===== src/hw/rtl/sha256_message_hasher_core_assert.svh =====
// ----------------------------------------------------------------------------
// sha256 message hasher assertion macros
// implication checks on the core clock, held off during reset
// ----------------------------------------------------------------------------
`ifndef SHA256_MESSAGE_HASHER_CORE_ASSERT_SVH
`define SHA256_MESSAGE_HASHER_CORE_ASSERT_SVH

`ifndef NO_ASSERTIONS

// same-cycle implication
`define SHA_ASSERT_IMP(label, ante, cons) \
   label: assert property (@(posedge clock) disable iff (reset) (ante) |-> (cons)) \
      else $error("sha256 core check failed");

// next-cycle implication
`define SHA_ASSERT_NXT(label, ante, cons) \
   label: assert property (@(posedge clock) disable iff (reset) (ante) |=> (cons)) \
      else $error("sha256 core check failed");

`else

`define SHA_ASSERT_IMP(label, ante, cons)
`define SHA_ASSERT_NXT(label, ante, cons)

`endif

`endif


===== src/hw/rtl/sha_mh_pkg.sv =====
// ----------------------------------------------------------------------------
// sha_mh_pkg
// sha-256 constants, sequencer codes and round helper functions
// ----------------------------------------------------------------------------
`default_nettype none

package sha_mh_pkg;

   typedef logic [31:0] word_type;

   // sequencer state codes
   localparam logic [2:0] ST_IDLE  = 3'd0;
   localparam logic [2:0] ST_PAD   = 3'd1;
   localparam logic [2:0] ST_ROUND = 3'd2;
   localparam logic [2:0] ST_FOLD  = 3'd3;
   localparam logic [2:0] ST_SEND  = 3'd4;

   localparam logic [5:0] LAST_POS   = 6'd63;
   localparam logic [5:0] LEN_POS    = 6'd56;
   localparam logic [5:0] LAST_ROUND = 6'd63;
   localparam logic [1:0] WORD_END   = 2'd3;
   localparam logic [2:0] LAST_IDX   = 3'd7;
   localparam logic [7:0] PAD_MARK   = 8'h80;

   function automatic word_type round_const(input logic [5:0] t);
      word_type k;
      case (t)
         6'd0:  k = 32'h428a2f98;  6'd1:  k = 32'h71374491;
         6'd2:  k = 32'hb5c0fbcf;  6'd3:  k = 32'he9b5dba5;
         6'd4:  k = 32'h3956c25b;  6'd5:  k = 32'h59f111f1;
         6'd6:  k = 32'h923f82a4;  6'd7:  k = 32'hab1c5ed5;
         6'd8:  k = 32'hd807aa98;  6'd9:  k = 32'h12835b01;
         6'd10: k = 32'h243185be;  6'd11: k = 32'h550c7dc3;
         6'd12: k = 32'h72be5d74;  6'd13: k = 32'h80deb1fe;
         6'd14: k = 32'h9bdc06a7;  6'd15: k = 32'hc19bf174;
         6'd16: k = 32'he49b69c1;  6'd17: k = 32'hefbe4786;
         6'd18: k = 32'h0fc19dc6;  6'd19: k = 32'h240ca1cc;
         6'd20: k = 32'h2de92c6f;  6'd21: k = 32'h4a7484aa;
         6'd22: k = 32'h5cb0a9dc;  6'd23: k = 32'h76f988da;
         6'd24: k = 32'h983e5152;  6'd25: k = 32'ha831c66d;
         6'd26: k = 32'hb00327c8;  6'd27: k = 32'hbf597fc7;
         6'd28: k = 32'hc6e00bf3;  6'd29: k = 32'hd5a79147;
         6'd30: k = 32'h06ca6351;  6'd31: k = 32'h14292967;
         6'd32: k = 32'h27b70a85;  6'd33: k = 32'h2e1b2138;
         6'd34: k = 32'h4d2c6dfc;  6'd35: k = 32'h53380d13;
         6'd36: k = 32'h650a7354;  6'd37: k = 32'h766a0abb;
         6'd38: k = 32'h81c2c92e;  6'd39: k = 32'h92722c85;
         6'd40: k = 32'ha2bfe8a1;  6'd41: k = 32'ha81a664b;
         6'd42: k = 32'hc24b8b70;  6'd43: k = 32'hc76c51a3;
         6'd44: k = 32'hd192e819;  6'd45: k = 32'hd6990624;
         6'd46: k = 32'hf40e3585;  6'd47: k = 32'h106aa070;
         6'd48: k = 32'h19a4c116;  6'd49: k = 32'h1e376c08;
         6'd50: k = 32'h2748774c;  6'd51: k = 32'h34b0bcb5;
         6'd52: k = 32'h391c0cb3;  6'd53: k = 32'h4ed8aa4a;
         6'd54: k = 32'h5b9cca4f;  6'd55: k = 32'h682e6ff3;
         6'd56: k = 32'h748f82ee;  6'd57: k = 32'h78a5636f;
         6'd58: k = 32'h84c87814;  6'd59: k = 32'h8cc70208;
         6'd60: k = 32'h90befffa;  6'd61: k = 32'ha4506ceb;
         6'd62: k = 32'hbef9a3f7;  6'd63: k = 32'hc67178f2;
         default: k = 32'h0;
      endcase
      return k;
   endfunction

   function automatic word_type init_hash(input logic [2:0] i);
      word_type h;
      case (i)
         3'd0: h = 32'h6a09e667;
         3'd1: h = 32'hbb67ae85;
         3'd2: h = 32'h3c6ef372;
         3'd3: h = 32'ha54ff53a;
         3'd4: h = 32'h510e527f;
         3'd5: h = 32'h9b05688c;
         3'd6: h = 32'h1f83d9ab;
         3'd7: h = 32'h5be0cd19;
         default: h = 32'h0;
      endcase
      return h;
   endfunction

   function automatic word_type big_sigma0(input word_type x);
      return {x[1:0], x[31:2]} ^ {x[12:0], x[31:13]} ^ {x[21:0], x[31:22]};
   endfunction

   function automatic word_type big_sigma1(input word_type x);
      return {x[5:0], x[31:6]} ^ {x[10:0], x[31:11]} ^ {x[24:0], x[31:25]};
   endfunction

   function automatic word_type small_sigma0(input word_type x);
      return {x[6:0], x[31:7]} ^ {x[17:0], x[31:18]} ^ {3'b000, x[31:3]};
   endfunction

   function automatic word_type small_sigma1(input word_type x);
      return {x[16:0], x[31:17]} ^ {x[18:0], x[31:19]} ^ {10'b0, x[31:10]};
   endfunction

endpackage

`default_nettype wire


===== src/hw/rtl/sha256_message_hasher_core.sv =====
// ----------------------------------------------------------------------------
// sha256_message_hasher_core
// byte-serial sha-256 hasher: packs bytes, pads, compresses, emits 8 words
// ----------------------------------------------------------------------------
//
//   channel | direction | handshake           | payload
//   --------+-----------+---------------------+---------------------------------
//   req     | in        | req_valid/req_stall | data_byte, byte_present, end_of_message
//   rsp     | out       | rsp_valid/rsp_stall | digest_word, word_index, last_word
//
// a request that neither completes a block nor ends the message leaves the core idle
// a request that completes a 64-byte block runs the compression rounds and then
//   the fold, all on the single shared round unit
// end of message: padding bytes, one or two block compressions, then the 8 digest
//   words, each held for as long as rsp_stall is high
// reset is synchronous; the core comes out ready with the initial hash loaded
// req_stall is high whenever the sequencer is not idle
//
`default_nettype none
`include "sha256_message_hasher_core_assert.svh"

module sha256_message_hasher_core (
   input  wire logic        clock,
   input  wire logic        reset,
   // request channel
   input  wire logic        req_valid,
   output      logic        req_stall,
   input  wire logic [7:0]  req_data_byte,
   input  wire logic        req_byte_present,
   input  wire logic        req_end_of_message,
   // response channel
   output      logic        rsp_valid,
   input  wire logic        rsp_stall,
   output      logic [31:0] rsp_digest_word,
   output      logic [2:0]  rsp_word_index,
   output      logic        rsp_last_word
);

   import sha_mh_pkg::*;

   // sequencer and counters
   logic [2:0]  state_ff, state_in;
   logic [5:0]  pos_ff, pos_in;          // offset inside the current block
   logic [60:0] total_ff, total_in;      // message bytes, wraps mod 2^61
   logic [5:0]  round_ff, round_in;
   logic [2:0]  idx_ff, idx_in;          // digest word being sent
   logic        ret_pad_ff, ret_pad_in;  // go back to padding after the fold
   logic        done_ff, done_in;        // the block being compressed holds the length field
   logic        pad_first_ff, pad_first_in;
   logic        len_ff, len_in;          // length bytes are being placed

   // datapath
   word_type    hash_ff [8];
   word_type    hash_in [8];
   word_type    vars_ff [8];
   word_type    vars_in [8];
   word_type    win_ff  [16];            // rolling schedule, win_ff[0] is w[t]
   word_type    win_in  [16];
   logic [23:0] partial_ff, partial_in;  // earlier bytes of the word in flight

   // shared absorb / shift control
   logic        absorb_en;
   logic [7:0]  absorb_byte;
   logic        shift_en;
   word_type    shift_word;

   // padding byte selection
   logic [63:0] bit_len;
   logic [7:0]  len_byte;
   logic        len_sel;
   logic [7:0]  pad_byte;

   // round unit
   word_type    sched_new;
   word_type    t1;
   word_type    t2;
   word_type    ch;
   word_type    maj;

   assign req_stall       = (state_ff != ST_IDLE);
   assign rsp_valid       = (state_ff == ST_SEND);
   assign rsp_digest_word = hash_ff[idx_ff];
   assign rsp_word_index  = idx_ff;
   assign rsp_last_word   = (idx_ff == LAST_IDX);

   // length field is the bit count, big-endian, in block bytes 56..63
   assign bit_len = {total_ff, 3'b000};

   always_comb begin
      case (pos_ff[2:0])
         3'd0:    len_byte = bit_len[63:56];
         3'd1:    len_byte = bit_len[55:48];
         3'd2:    len_byte = bit_len[47:40];
         3'd3:    len_byte = bit_len[39:32];
         3'd4:    len_byte = bit_len[31:24];
         3'd5:    len_byte = bit_len[23:16];
         3'd6:    len_byte = bit_len[15:8];
         3'd7:    len_byte = bit_len[7:0];
         default: len_byte = 8'h00;
      endcase
   end

   // 0x80 first, zeros until offset 56 comes up after it, then length bytes
   assign len_sel  = !pad_first_ff && ((pos_ff == LEN_POS) || len_ff);
   assign pad_byte = pad_first_ff ? PAD_MARK : (len_sel ? len_byte : 8'h00);

   // one compression round: next schedule word and the new a..h
   assign sched_new = win_ff[0] + small_sigma0(win_ff[1]) + win_ff[9]
                    + small_sigma1(win_ff[14]);
   assign ch  = (vars_ff[4] & vars_ff[5]) ^ (~vars_ff[4] & vars_ff[6]);
   assign maj = (vars_ff[0] & vars_ff[1]) ^ (vars_ff[0] & vars_ff[2])
              ^ (vars_ff[1] & vars_ff[2]);
   assign t1  = vars_ff[7] + big_sigma1(vars_ff[4]) + ch + round_const(round_ff)
              + win_ff[0];
   assign t2  = big_sigma0(vars_ff[0]) + maj;

   always_comb begin
      state_in     = state_ff;
      pos_in       = pos_ff;
      total_in     = total_ff;
      round_in     = round_ff;
      idx_in       = idx_ff;
      ret_pad_in   = ret_pad_ff;
      done_in      = done_ff;
      pad_first_in = pad_first_ff;
      len_in       = len_ff;
      partial_in   = partial_ff;
      hash_in      = hash_ff;
      vars_in      = vars_ff;
      win_in       = win_ff;
      absorb_en    = 1'b0;
      absorb_byte  = 8'h00;
      shift_en     = 1'b0;
      shift_word   = sched_new;

      case (state_ff)
         ST_IDLE: begin
            if (req_valid) begin
               if (req_byte_present) begin
                  absorb_en   = 1'b1;
                  absorb_byte = req_data_byte;
                  total_in    = total_ff + 61'd1;
               end
               if (req_end_of_message) begin
                  pad_first_in = 1'b1;
                  len_in       = 1'b0;
               end
               if (req_byte_present && (pos_ff == LAST_POS)) begin
                  state_in   = ST_ROUND;
                  ret_pad_in = req_end_of_message;
                  done_in    = 1'b0;
               end else if (req_end_of_message) begin
                  state_in = ST_PAD;
               end
            end
         end
         ST_PAD: begin
            absorb_en    = 1'b1;
            absorb_byte  = pad_byte;
            pad_first_in = 1'b0;
            len_in       = len_sel;
            if (pos_ff == LAST_POS) begin
               state_in   = ST_ROUND;
               ret_pad_in = 1'b1;
               done_in    = len_sel;
            end
         end
         ST_ROUND: begin
            shift_en   = 1'b1;
            vars_in[7] = vars_ff[6];
            vars_in[6] = vars_ff[5];
            vars_in[5] = vars_ff[4];
            vars_in[4] = vars_ff[3] + t1;
            vars_in[3] = vars_ff[2];
            vars_in[2] = vars_ff[1];
            vars_in[1] = vars_ff[0];
            vars_in[0] = t1 + t2;
            round_in   = round_ff + 6'd1;
            if (round_ff == LAST_ROUND) begin
               state_in = ST_FOLD;
            end
         end
         ST_FOLD: begin
            for (int i = 0; i < 8; i++) begin
               hash_in[i] = hash_ff[i] + vars_ff[i];
            end
            idx_in = 3'd0;
            if (done_ff) begin
               state_in = ST_SEND;
            end else if (ret_pad_ff) begin
               state_in = ST_PAD;
            end else begin
               state_in = ST_IDLE;
            end
         end
         ST_SEND: begin
            if (!rsp_stall) begin
               idx_in = idx_ff + 3'd1;
               if (idx_ff == LAST_IDX) begin
                  for (int i = 0; i < 8; i++) begin
                     hash_in[i] = init_hash(3'(i));
                  end
                  total_in = '0;
                  done_in  = 1'b0;
                  state_in = ST_IDLE;
               end
            end
         end
         default: begin
            state_in = ST_IDLE;
         end
      endcase

      // byte packing, shared by message and padding bytes
      if (absorb_en) begin
         partial_in = {partial_ff[15:0], absorb_byte};
         pos_in     = pos_ff + 6'd1;
         if (pos_ff[1:0] == WORD_END) begin
            shift_en   = 1'b1;
            shift_word = {partial_ff, absorb_byte};
         end
         if (pos_ff == LAST_POS) begin
            vars_in  = hash_ff;
            round_in = 6'd0;
         end
      end

      if (shift_en) begin
         for (int i = 0; i < 15; i++) begin
            win_in[i] = win_ff[i + 1];
         end
         win_in[15] = shift_word;
      end
   end

   always_ff @(posedge clock) begin
      if (reset) begin
         state_ff     <= ST_IDLE;
         pos_ff       <= '0;
         total_ff     <= '0;
         round_ff     <= '0;
         idx_ff       <= '0;
         ret_pad_ff   <= 1'b0;
         done_ff      <= 1'b0;
         pad_first_ff <= 1'b0;
         len_ff       <= 1'b0;
         for (int i = 0; i < 8; i++) begin
            hash_ff[i] <= init_hash(3'(i));
         end
      end else begin
         state_ff     <= state_in;
         pos_ff       <= pos_in;
         total_ff     <= total_in;
         round_ff     <= round_in;
         idx_ff       <= idx_in;
         ret_pad_ff   <= ret_pad_in;
         done_ff      <= done_in;
         pad_first_ff <= pad_first_in;
         len_ff       <= len_in;
         hash_ff      <= hash_in;
      end
   end

   // payload registers
   always_ff @(posedge clock) begin
      vars_ff    <= vars_in;
      win_ff     <= win_in;
      partial_ff <= partial_in;
   end

   // no request is taken while digest words are going out
   `SHA_ASSERT_IMP(a_send_blocks_req, rsp_valid, req_stall)
   // the last round always hands over to the fold
   `SHA_ASSERT_NXT(a_round_to_fold, (state_ff == ST_ROUND) && (round_ff == LAST_ROUND),
                   state_ff == ST_FOLD)
   // a request that fills a block starts compression at round zero
   `SHA_ASSERT_NXT(a_block_starts_rounds,
                   req_valid && !req_stall && req_byte_present && (pos_ff == LAST_POS),
                   (state_ff == ST_ROUND) && (round_ff == 6'd0))
   // the final digest word leaves the core idle with a fresh length count
   `SHA_ASSERT_NXT(a_last_word_rearms, rsp_valid && !rsp_stall && rsp_last_word,
                   (state_ff == ST_IDLE) && (total_ff == 61'd0) && (pos_ff == 6'd0))

endmodule

`default_nettype wire


===== config.mk =====
export PLATFORM = sky130hd
export DESIGN_NAME = sha256_message_hasher_core
export DESIGN_NICKNAME = d
export VERILOG_FILES = /design/src/hw/rtl/sha_mh_pkg.sv /design/src/hw/rtl/sha256_message_hasher_core.sv
export VERILOG_INCLUDE_DIRS = /design/src /design/src/hw/rtl
export SDC_FILE = /design/constraint.sdc
export NUM_CORES = 2
export LEC_CHECK = 0
export ABC_AREA = 1
export BUFFER_PORTS_ARGS = -buffer_cell sky130_fd_sc_hd__buf_2
export CAP_MARGIN = 30
export CORE_ASPECT_RATIO = 1.2
export CORE_MARGIN = 5
export CORE_UTILIZATION = 40
export CTS_CLUSTER_SIZE = 12
export DETAILED_ROUTE_END_ITERATION = 8
export PLACE_DENSITY_LB_ADDON = 0.05
export SLEW_MARGIN = 20
export SYNTH_ARGS = -nofsm -noshare
export SYNTH_HDL_FRONTEND = slang
export SYNTH_SLANG_ARGS = --single-unit

===== constraint.sdc =====
create_clock -name clock -period 31.7 [get_ports clock]
set_input_delay 3.17 -clock clock [delete_from_list [all_inputs] [get_ports clock]]
set_output_delay 3.17 -clock clock [all_outputs]
set_load 0.05 [all_outputs]

### Word level (Yosys, flattened, before mapping)

Memories as Yosys holds them, arrays and structs flattened. A register that Yosys moved wholly into a read port is not among the register bits.
Index checks and enable logic that the tools add are counted.
Widths: inputs -> output; s select.

* bits in registers: 1131
* bits in latches: 0
* bits in writable memories: 0
* bits in read-only memories: 2048
* input port bits: 14
* output and inout port bits: 38
* word-level logic and storage cells: 187
* memories kept: 1

Memories
* (name not given): depth 64, bits a word 32, read ports 1, clocked after memory_dff 1, write ports 0, RTL line sha_mh_pkg.sv:27 `case (t)`

* $add $sub $neg: 22
* multiply operators: 0
* divide/modulo/power cells: 0
* $lt $le $gt $ge: 1
* equal/unequal tests: 25
* shifts and indexed selects: 0
* multiplexer cells: 60
* bitwise operators: 18
* reductions and logical operators: 18

Operators with widths (count)
* $mux 256: 5
* $add 32x32->32: 18
* $pmux 256 s2: 1
* $xor 32x32->32: 9
* $mux 61: 4
* $and 32x32->32: 5
* $mux 32: 4
* $pmux 61 s2: 1
* $bmux 32 s3: 1
* $pmux 8 s8: 1
* $add 61x1->61 const B: 1
* $mux 8: 4
* $not 32->32: 1
* $xor 32x22->32: 1
* $xor 32x29->32: 1
* $mux 3: 9
* $mux 6: 4
* $eq 3x3->1 const B: 6
* $eq 6x6->1 const B: 3
* $mux 1: 18
* $pmux 8 s2: 1
* $pmux 3 s5: 1
* $ne 2x2->1 const B: 7
* $add 6x1->6 const B: 2
* other kinds (22): 36

### Depth between registers and ports, before layout

* word-level depth: 10
* mapped depth: 39
* mapped depth without buffers: 39

### Worst setup path after synthesis

OpenSTA, ideal clock, no wires.

* path type: input port to flip-flop
* start point: input port req_byte_present
* end point: register win_ff[0] (netlist bit) (enable)
* setup time: 3.632 ns
* arrival: 12.415 ns
* data required time: 28.068 ns
* setup slack: 15.652 ns
* cell stages on the path: 7
* cells stage by stage: nand3_2 > nand2_4 > inv_1 > nor2_2 > inv_1 > clkbuf_1 > nand2_1

* cells in the longest elaborated chain, start to end: 4

RTL lines
* start, declared: RTL line sha256_message_hasher_core.sv:29 `input wire logic req_byte_present,`
* $mux 1: RTL line sha256_message_hasher_core.sv:139 `if (req_byte_present) begin`
* $mux 1: RTL line sha256_message_hasher_core.sv:138 `if (req_valid) begin`
* $pmux 1 s2: RTL line sha256_message_hasher_core.sv:136 `case (state_ff)`
* net absorb_en: RTL line sha256_message_hasher_core.sv:62 `logic absorb_en;`
* $mux 1: RTL line sha256_message_hasher_core.sv:215 `if (absorb_en) begin`
* net shift_en: RTL line sha256_message_hasher_core.sv:64 `logic shift_en;`
* end signal, assigned: RTL line sha256_message_hasher_core.sv:267 `win_ff <= win_in;`
* end, declared: RTL line sha256_message_hasher_core.sv:57 `word_type win_ff [16];`

The timed path passes the listed nets, and every way through them passes these cells.
A chain may end at the register's enable or synchronous reset.

### Final worst setup path

* start point: register idx_ff[1] (netlist: rsp_word_index[1])
* end point: output port rsp_digest_word[1]

* cells in the longest elaborated chain, start to end: 4

RTL lines
* start, declared: RTL line sha256_message_hasher_core.sv:46 `logic [2:0] idx_ff, idx_in;`
* start signal, assigned: RTL line sha256_message_hasher_core.sv:255 `idx_ff <= idx_in;`
* $not 3->4 (implied by the code): RTL line sha256_message_hasher_core.sv:82 `assign rsp_digest_word = hash_ff[idx_ff];`
* $bmux 32 s3: RTL line sha256_message_hasher_core.sv:82
* $mux 32 (implied by the code) (2 in series): RTL line sha256_message_hasher_core.sv:82
* end, declared: RTL line sha256_message_hasher_core.sv:34 `output logic [31:0] rsp_digest_word,`

No other way between the ends. The select of a mux whose other input is x is not followed.

==> impl_metrics.csv <==
group,metric,value,unit
routing,wirelength,349000,µm
sta,setup_viol,0,
logic_synthesis,synth_area_per_cell,7.58,µm²
logic_synthesis,ys.flop_type,"dfxtp_1",
grt,grt_pass1_vias,69490,
clock_network,post_cts.resized_instances,0,
layout,nets,10646,
critical_path,path_cells,"buf_4, inv_1, buf_4, a21oi_1, a221oi_1, a31oi_1, buf_2",
outcome,run_status,"finished, final reports clean",
routing,wl_per_cell,27.6,µm
floorplan,die_y,489,µm
floorplan,die_x,410,µm
critical_path,max_stage_delay,0.77,ns
critical_path,crit_required,28.53,ns
sta,slew_headroom,18.9,%
sta,finClkSkew,0.0516,ns
routing,drc,0,
critical_path,timing.setup.critical_path_class,"flip-flop to primary output",
clock_network,numCtsBuffers,138,
layout,fin_area,84100,µm²
logic_synthesis,synth_common_cells,"nand2_1, inv_1, o21ai_0, a21oi_1, nor2_1",
critical_path,crit_path_end_kind,"primary output",
logic_synthesis,yosysMostFrequentCell,"nand2_1",
sta,max_freq,127,MHz
routing,vias_per_cell,5.63,
sta,rsz0062_at_grt,"no",
sta,post-route-min-period,7.90,ns
logic_synthesis,synthArstFlopShare,0,%
min_path,hold_path_depth,0,
sta,fin_crit_sh,24.9,%
logic_synthesis,synthTopCellsByArea,"edfxtp_1, dfxtp_1, nand2_1, inv_1, ha_1",
critical_path,cp.arrival,4.73,ns
layout,fillers,19726,
grt,grt_usage,33.8,%
clock_network,cts_tree,"yes",
critical_path,crit_slowest_cell,"buf_4",
routing,dr.pass1.iters,8,
logic_synthesis,ys_seq_area_share,37.4,%
clock_network,clk_latency,0.84,ns
sta,maxSlewViolCount,0,
clock_network,post_cts_buffers,0,
clock_network,root_buffer,"clkbuf_16",
logic_synthesis,yosys.area.top_type,"edfxtp_1",
routing,vias,71158,
floorplan,initial_utilization,40.1,%
routing,drtAntennaViolNets,0,
place,routabilityCongestion,1.03,
clock_network,path_clk_slew,0.06,ns
logic_synthesis,synth_top_area_share,21.0,%
min_path,hold_path_class,"flip-flop to flip-flop",
place,dpl.hpwl,274000,µm
critical_path,r2r-end,"vars_ff[252]$_DFF_P_",
min_path,hold_path_startpoint,"win_ff[118]$_DFFE_PP_",
logic_synthesis,synth_area,76600,µm²
grt,grt_max_degree,201,
layout,multi_input_area,41500,µm²
sta,tightest_slew,1.22,ns
critical_path,rr_worst_depth,29,
logic_synthesis,syn_inst,10106,
clock_network,htreeDepth,4,
critical_path,path_common_cell,"buf_4",
logic_synthesis,syn-num-nets,10714,
logic_synthesis,synth_seq_cells,1163,
critical_path,start_kind,"flip-flop",
clock_network,clockBufferDepth,3,
critical_path,cp_max_fo,58,
floorplan,row_count,176,
floorplan,core_area,191000,µm²
floorplan,die-area,200000,µm²
place,place_area,79400,µm²
min_path,hold_path_end,"win_ff[150]$_DFFE_PP_",
grt,gr-total-overflow,0,
sta,setup_tns,0,ns
clock_network,cts.sinks,1163,
logic_synthesis,synth_edf_count,536,
floorplan,io_pins,52,
logic_synthesis,yosys.cell_types.count,63,
layout,area_growth,9.76,%
job,maxCapViolCount,0,
sta,hold_viol,0,
critical_path,rrSetupSlack,24.30,ns
grt,antenna_found_initial,15,
routing,drt_iter0_drc,6247,
layout,drive_gt1_share,4.58,%
layout,regArea,28700,µm²
critical_path,r2r_start,"vars_ff[110]$_DFF_P_",
clock_network,ctsHoldBuffers,0,
place,port_buffers,51,
logic_synthesis,ys_warn_count,0,
grt,grt_pass1_wl,491000,µm
==> how the worst max path moves through the flow <==
stage | from | end | slack (ns) | depth (start not counted)
4_1_cts | rsp_word_index[1]$_SDFFE_PP0P_ | rsp_digest_word[1] | 23.89 | 7
3_3_place_gp | req_valid | win_ff[278]$_DFFE_PP_ | 23.45 | 11
6_report | rsp_word_index[1]$_SDFFE_PP0P_ | rsp_digest_word[1] | 23.80 | 7
3_5_place_dp | req_valid | win_ff[342]$_DFFE_PP_ | 23.55 | 12
2_1_floorplan | req_byte_present | win_ff[0]$_DFFE_PP_ | 15.65 | 7
5_1_grt | rsp_word_index[1]$_SDFFE_PP0P_ | rsp_digest_word[1] | 23.79 | 7
==> critical path: cells and delay by family (launching register included) <==
kind | cells | cell delay, ns
buffers and inverters | 4 | 2.00
AOI/OAI and AO/OA | 3 | 1.09
DFF | 1 | 0.70
==> final cells by class <==
type | instances | share of cell area [%]
multi-input combinational | 7224 | 49.3
sequential | 1163 | 34.1
inverter | 1368 | 6.12
clock buffer | 176 | 4.41
tap | 2492 | 3.71
timing repair buffer | 143 | 1.23
clock inverter | 63 | 1.10
antenna | 11 | 0.0327
==> placed cells by master (no fill, tap or decap), types with 18 or more instances in the layout <==
cell type | netlist | final
o221ai_1 | 18 | 18
xor2_1 | 209 | 209
a21boi_0 | 22 | 22
o21bai_1 | 64 | 64
a31oi_1 | 209 | 209
nand2_1 | 2194 | 2193
buf_4 | 4 | 74
or2_2 | 56 | 56
o22ai_1 | 27 | 27
o21a_1 | 53 | 53
nand3b_1 | 33 | 33
a21oi_1 | 879 | 879
clkbuf_16 | 0 | 138
o211ai_1 | 77 | 77
clkinv_2 | 0 | 20
fa_1 | 195 | 195
dfxtp_1 | 627 | 625
nand3_1 | 524 | 524
clkbuf_1 | 285 | 27
inv_1 | 1350 | 1347
nor4_1 | 30 | 30
nor2_1 | 780 | 780
nand4_1 | 113 | 113
a21o_1 | 42 | 42
o21ai_0 | 916 | 909
xnor2_1 | 165 | 165
buf_2 | 38 | 61
edfxtp_1 | 536 | 536
nor3_1 | 98 | 97
o21ai_1 | 27 | 34
ha_1 | 399 | 399
==> per-stage QoR <==
step                hold slack, ns  worst slack (ns)  util, %  std cells
CTS                          0.398             23.89     44.0      12625
global route                 0.405             23.79     44.0      12630
detailed placement           0.405             23.55     41.6      12386
finish                       0.409             23.80     44.0      12640
global placement             0.400             23.45     41.5      12368
floorplan                    0.400             15.65        -      10106
==> kinds of logic after synthesis <==
family / synth area share, %
and+or+nand+nor: 21.0
AOI/OAI and AO/OA: 17.0
buffers and inverters: 8.51
DFF: 37.4
adders and majority gates: 11.6
xor gates and xnor gates: 4.30
muxes: 0.170
==> routing by layer <==
| metal | track usage, % | share of wire, % | vias to the layer above |
|---|---|---|---|
| li1 | - | - | 33553 |
| met1 | 37.0 | 37 | 34123 |
| met2 | 59.2 | 49 | 2618 |
| met3 | 4.69 | 5.3 | 858 |
| met4 | 26.1 | 9.2 | 6 |
| met5 | 0 | 0.013 | - |
==> sequential cells by signal (all words and copies together) (netlist names), named ones only <==
name            cells
win_ff            512
hash_ff           256
vars_ff           256
total_ff           61
partial_ff         24
pos_ff              6
round_ff            6
rsp_word_index      3
state_ff            3
done_ff             1
len_ff              1
pad_first_ff        1
ret_pad_ff          1
Power is not shown: default switching activity piles up to over one toggle a cycle in this logic, so the estimate is an artifact.
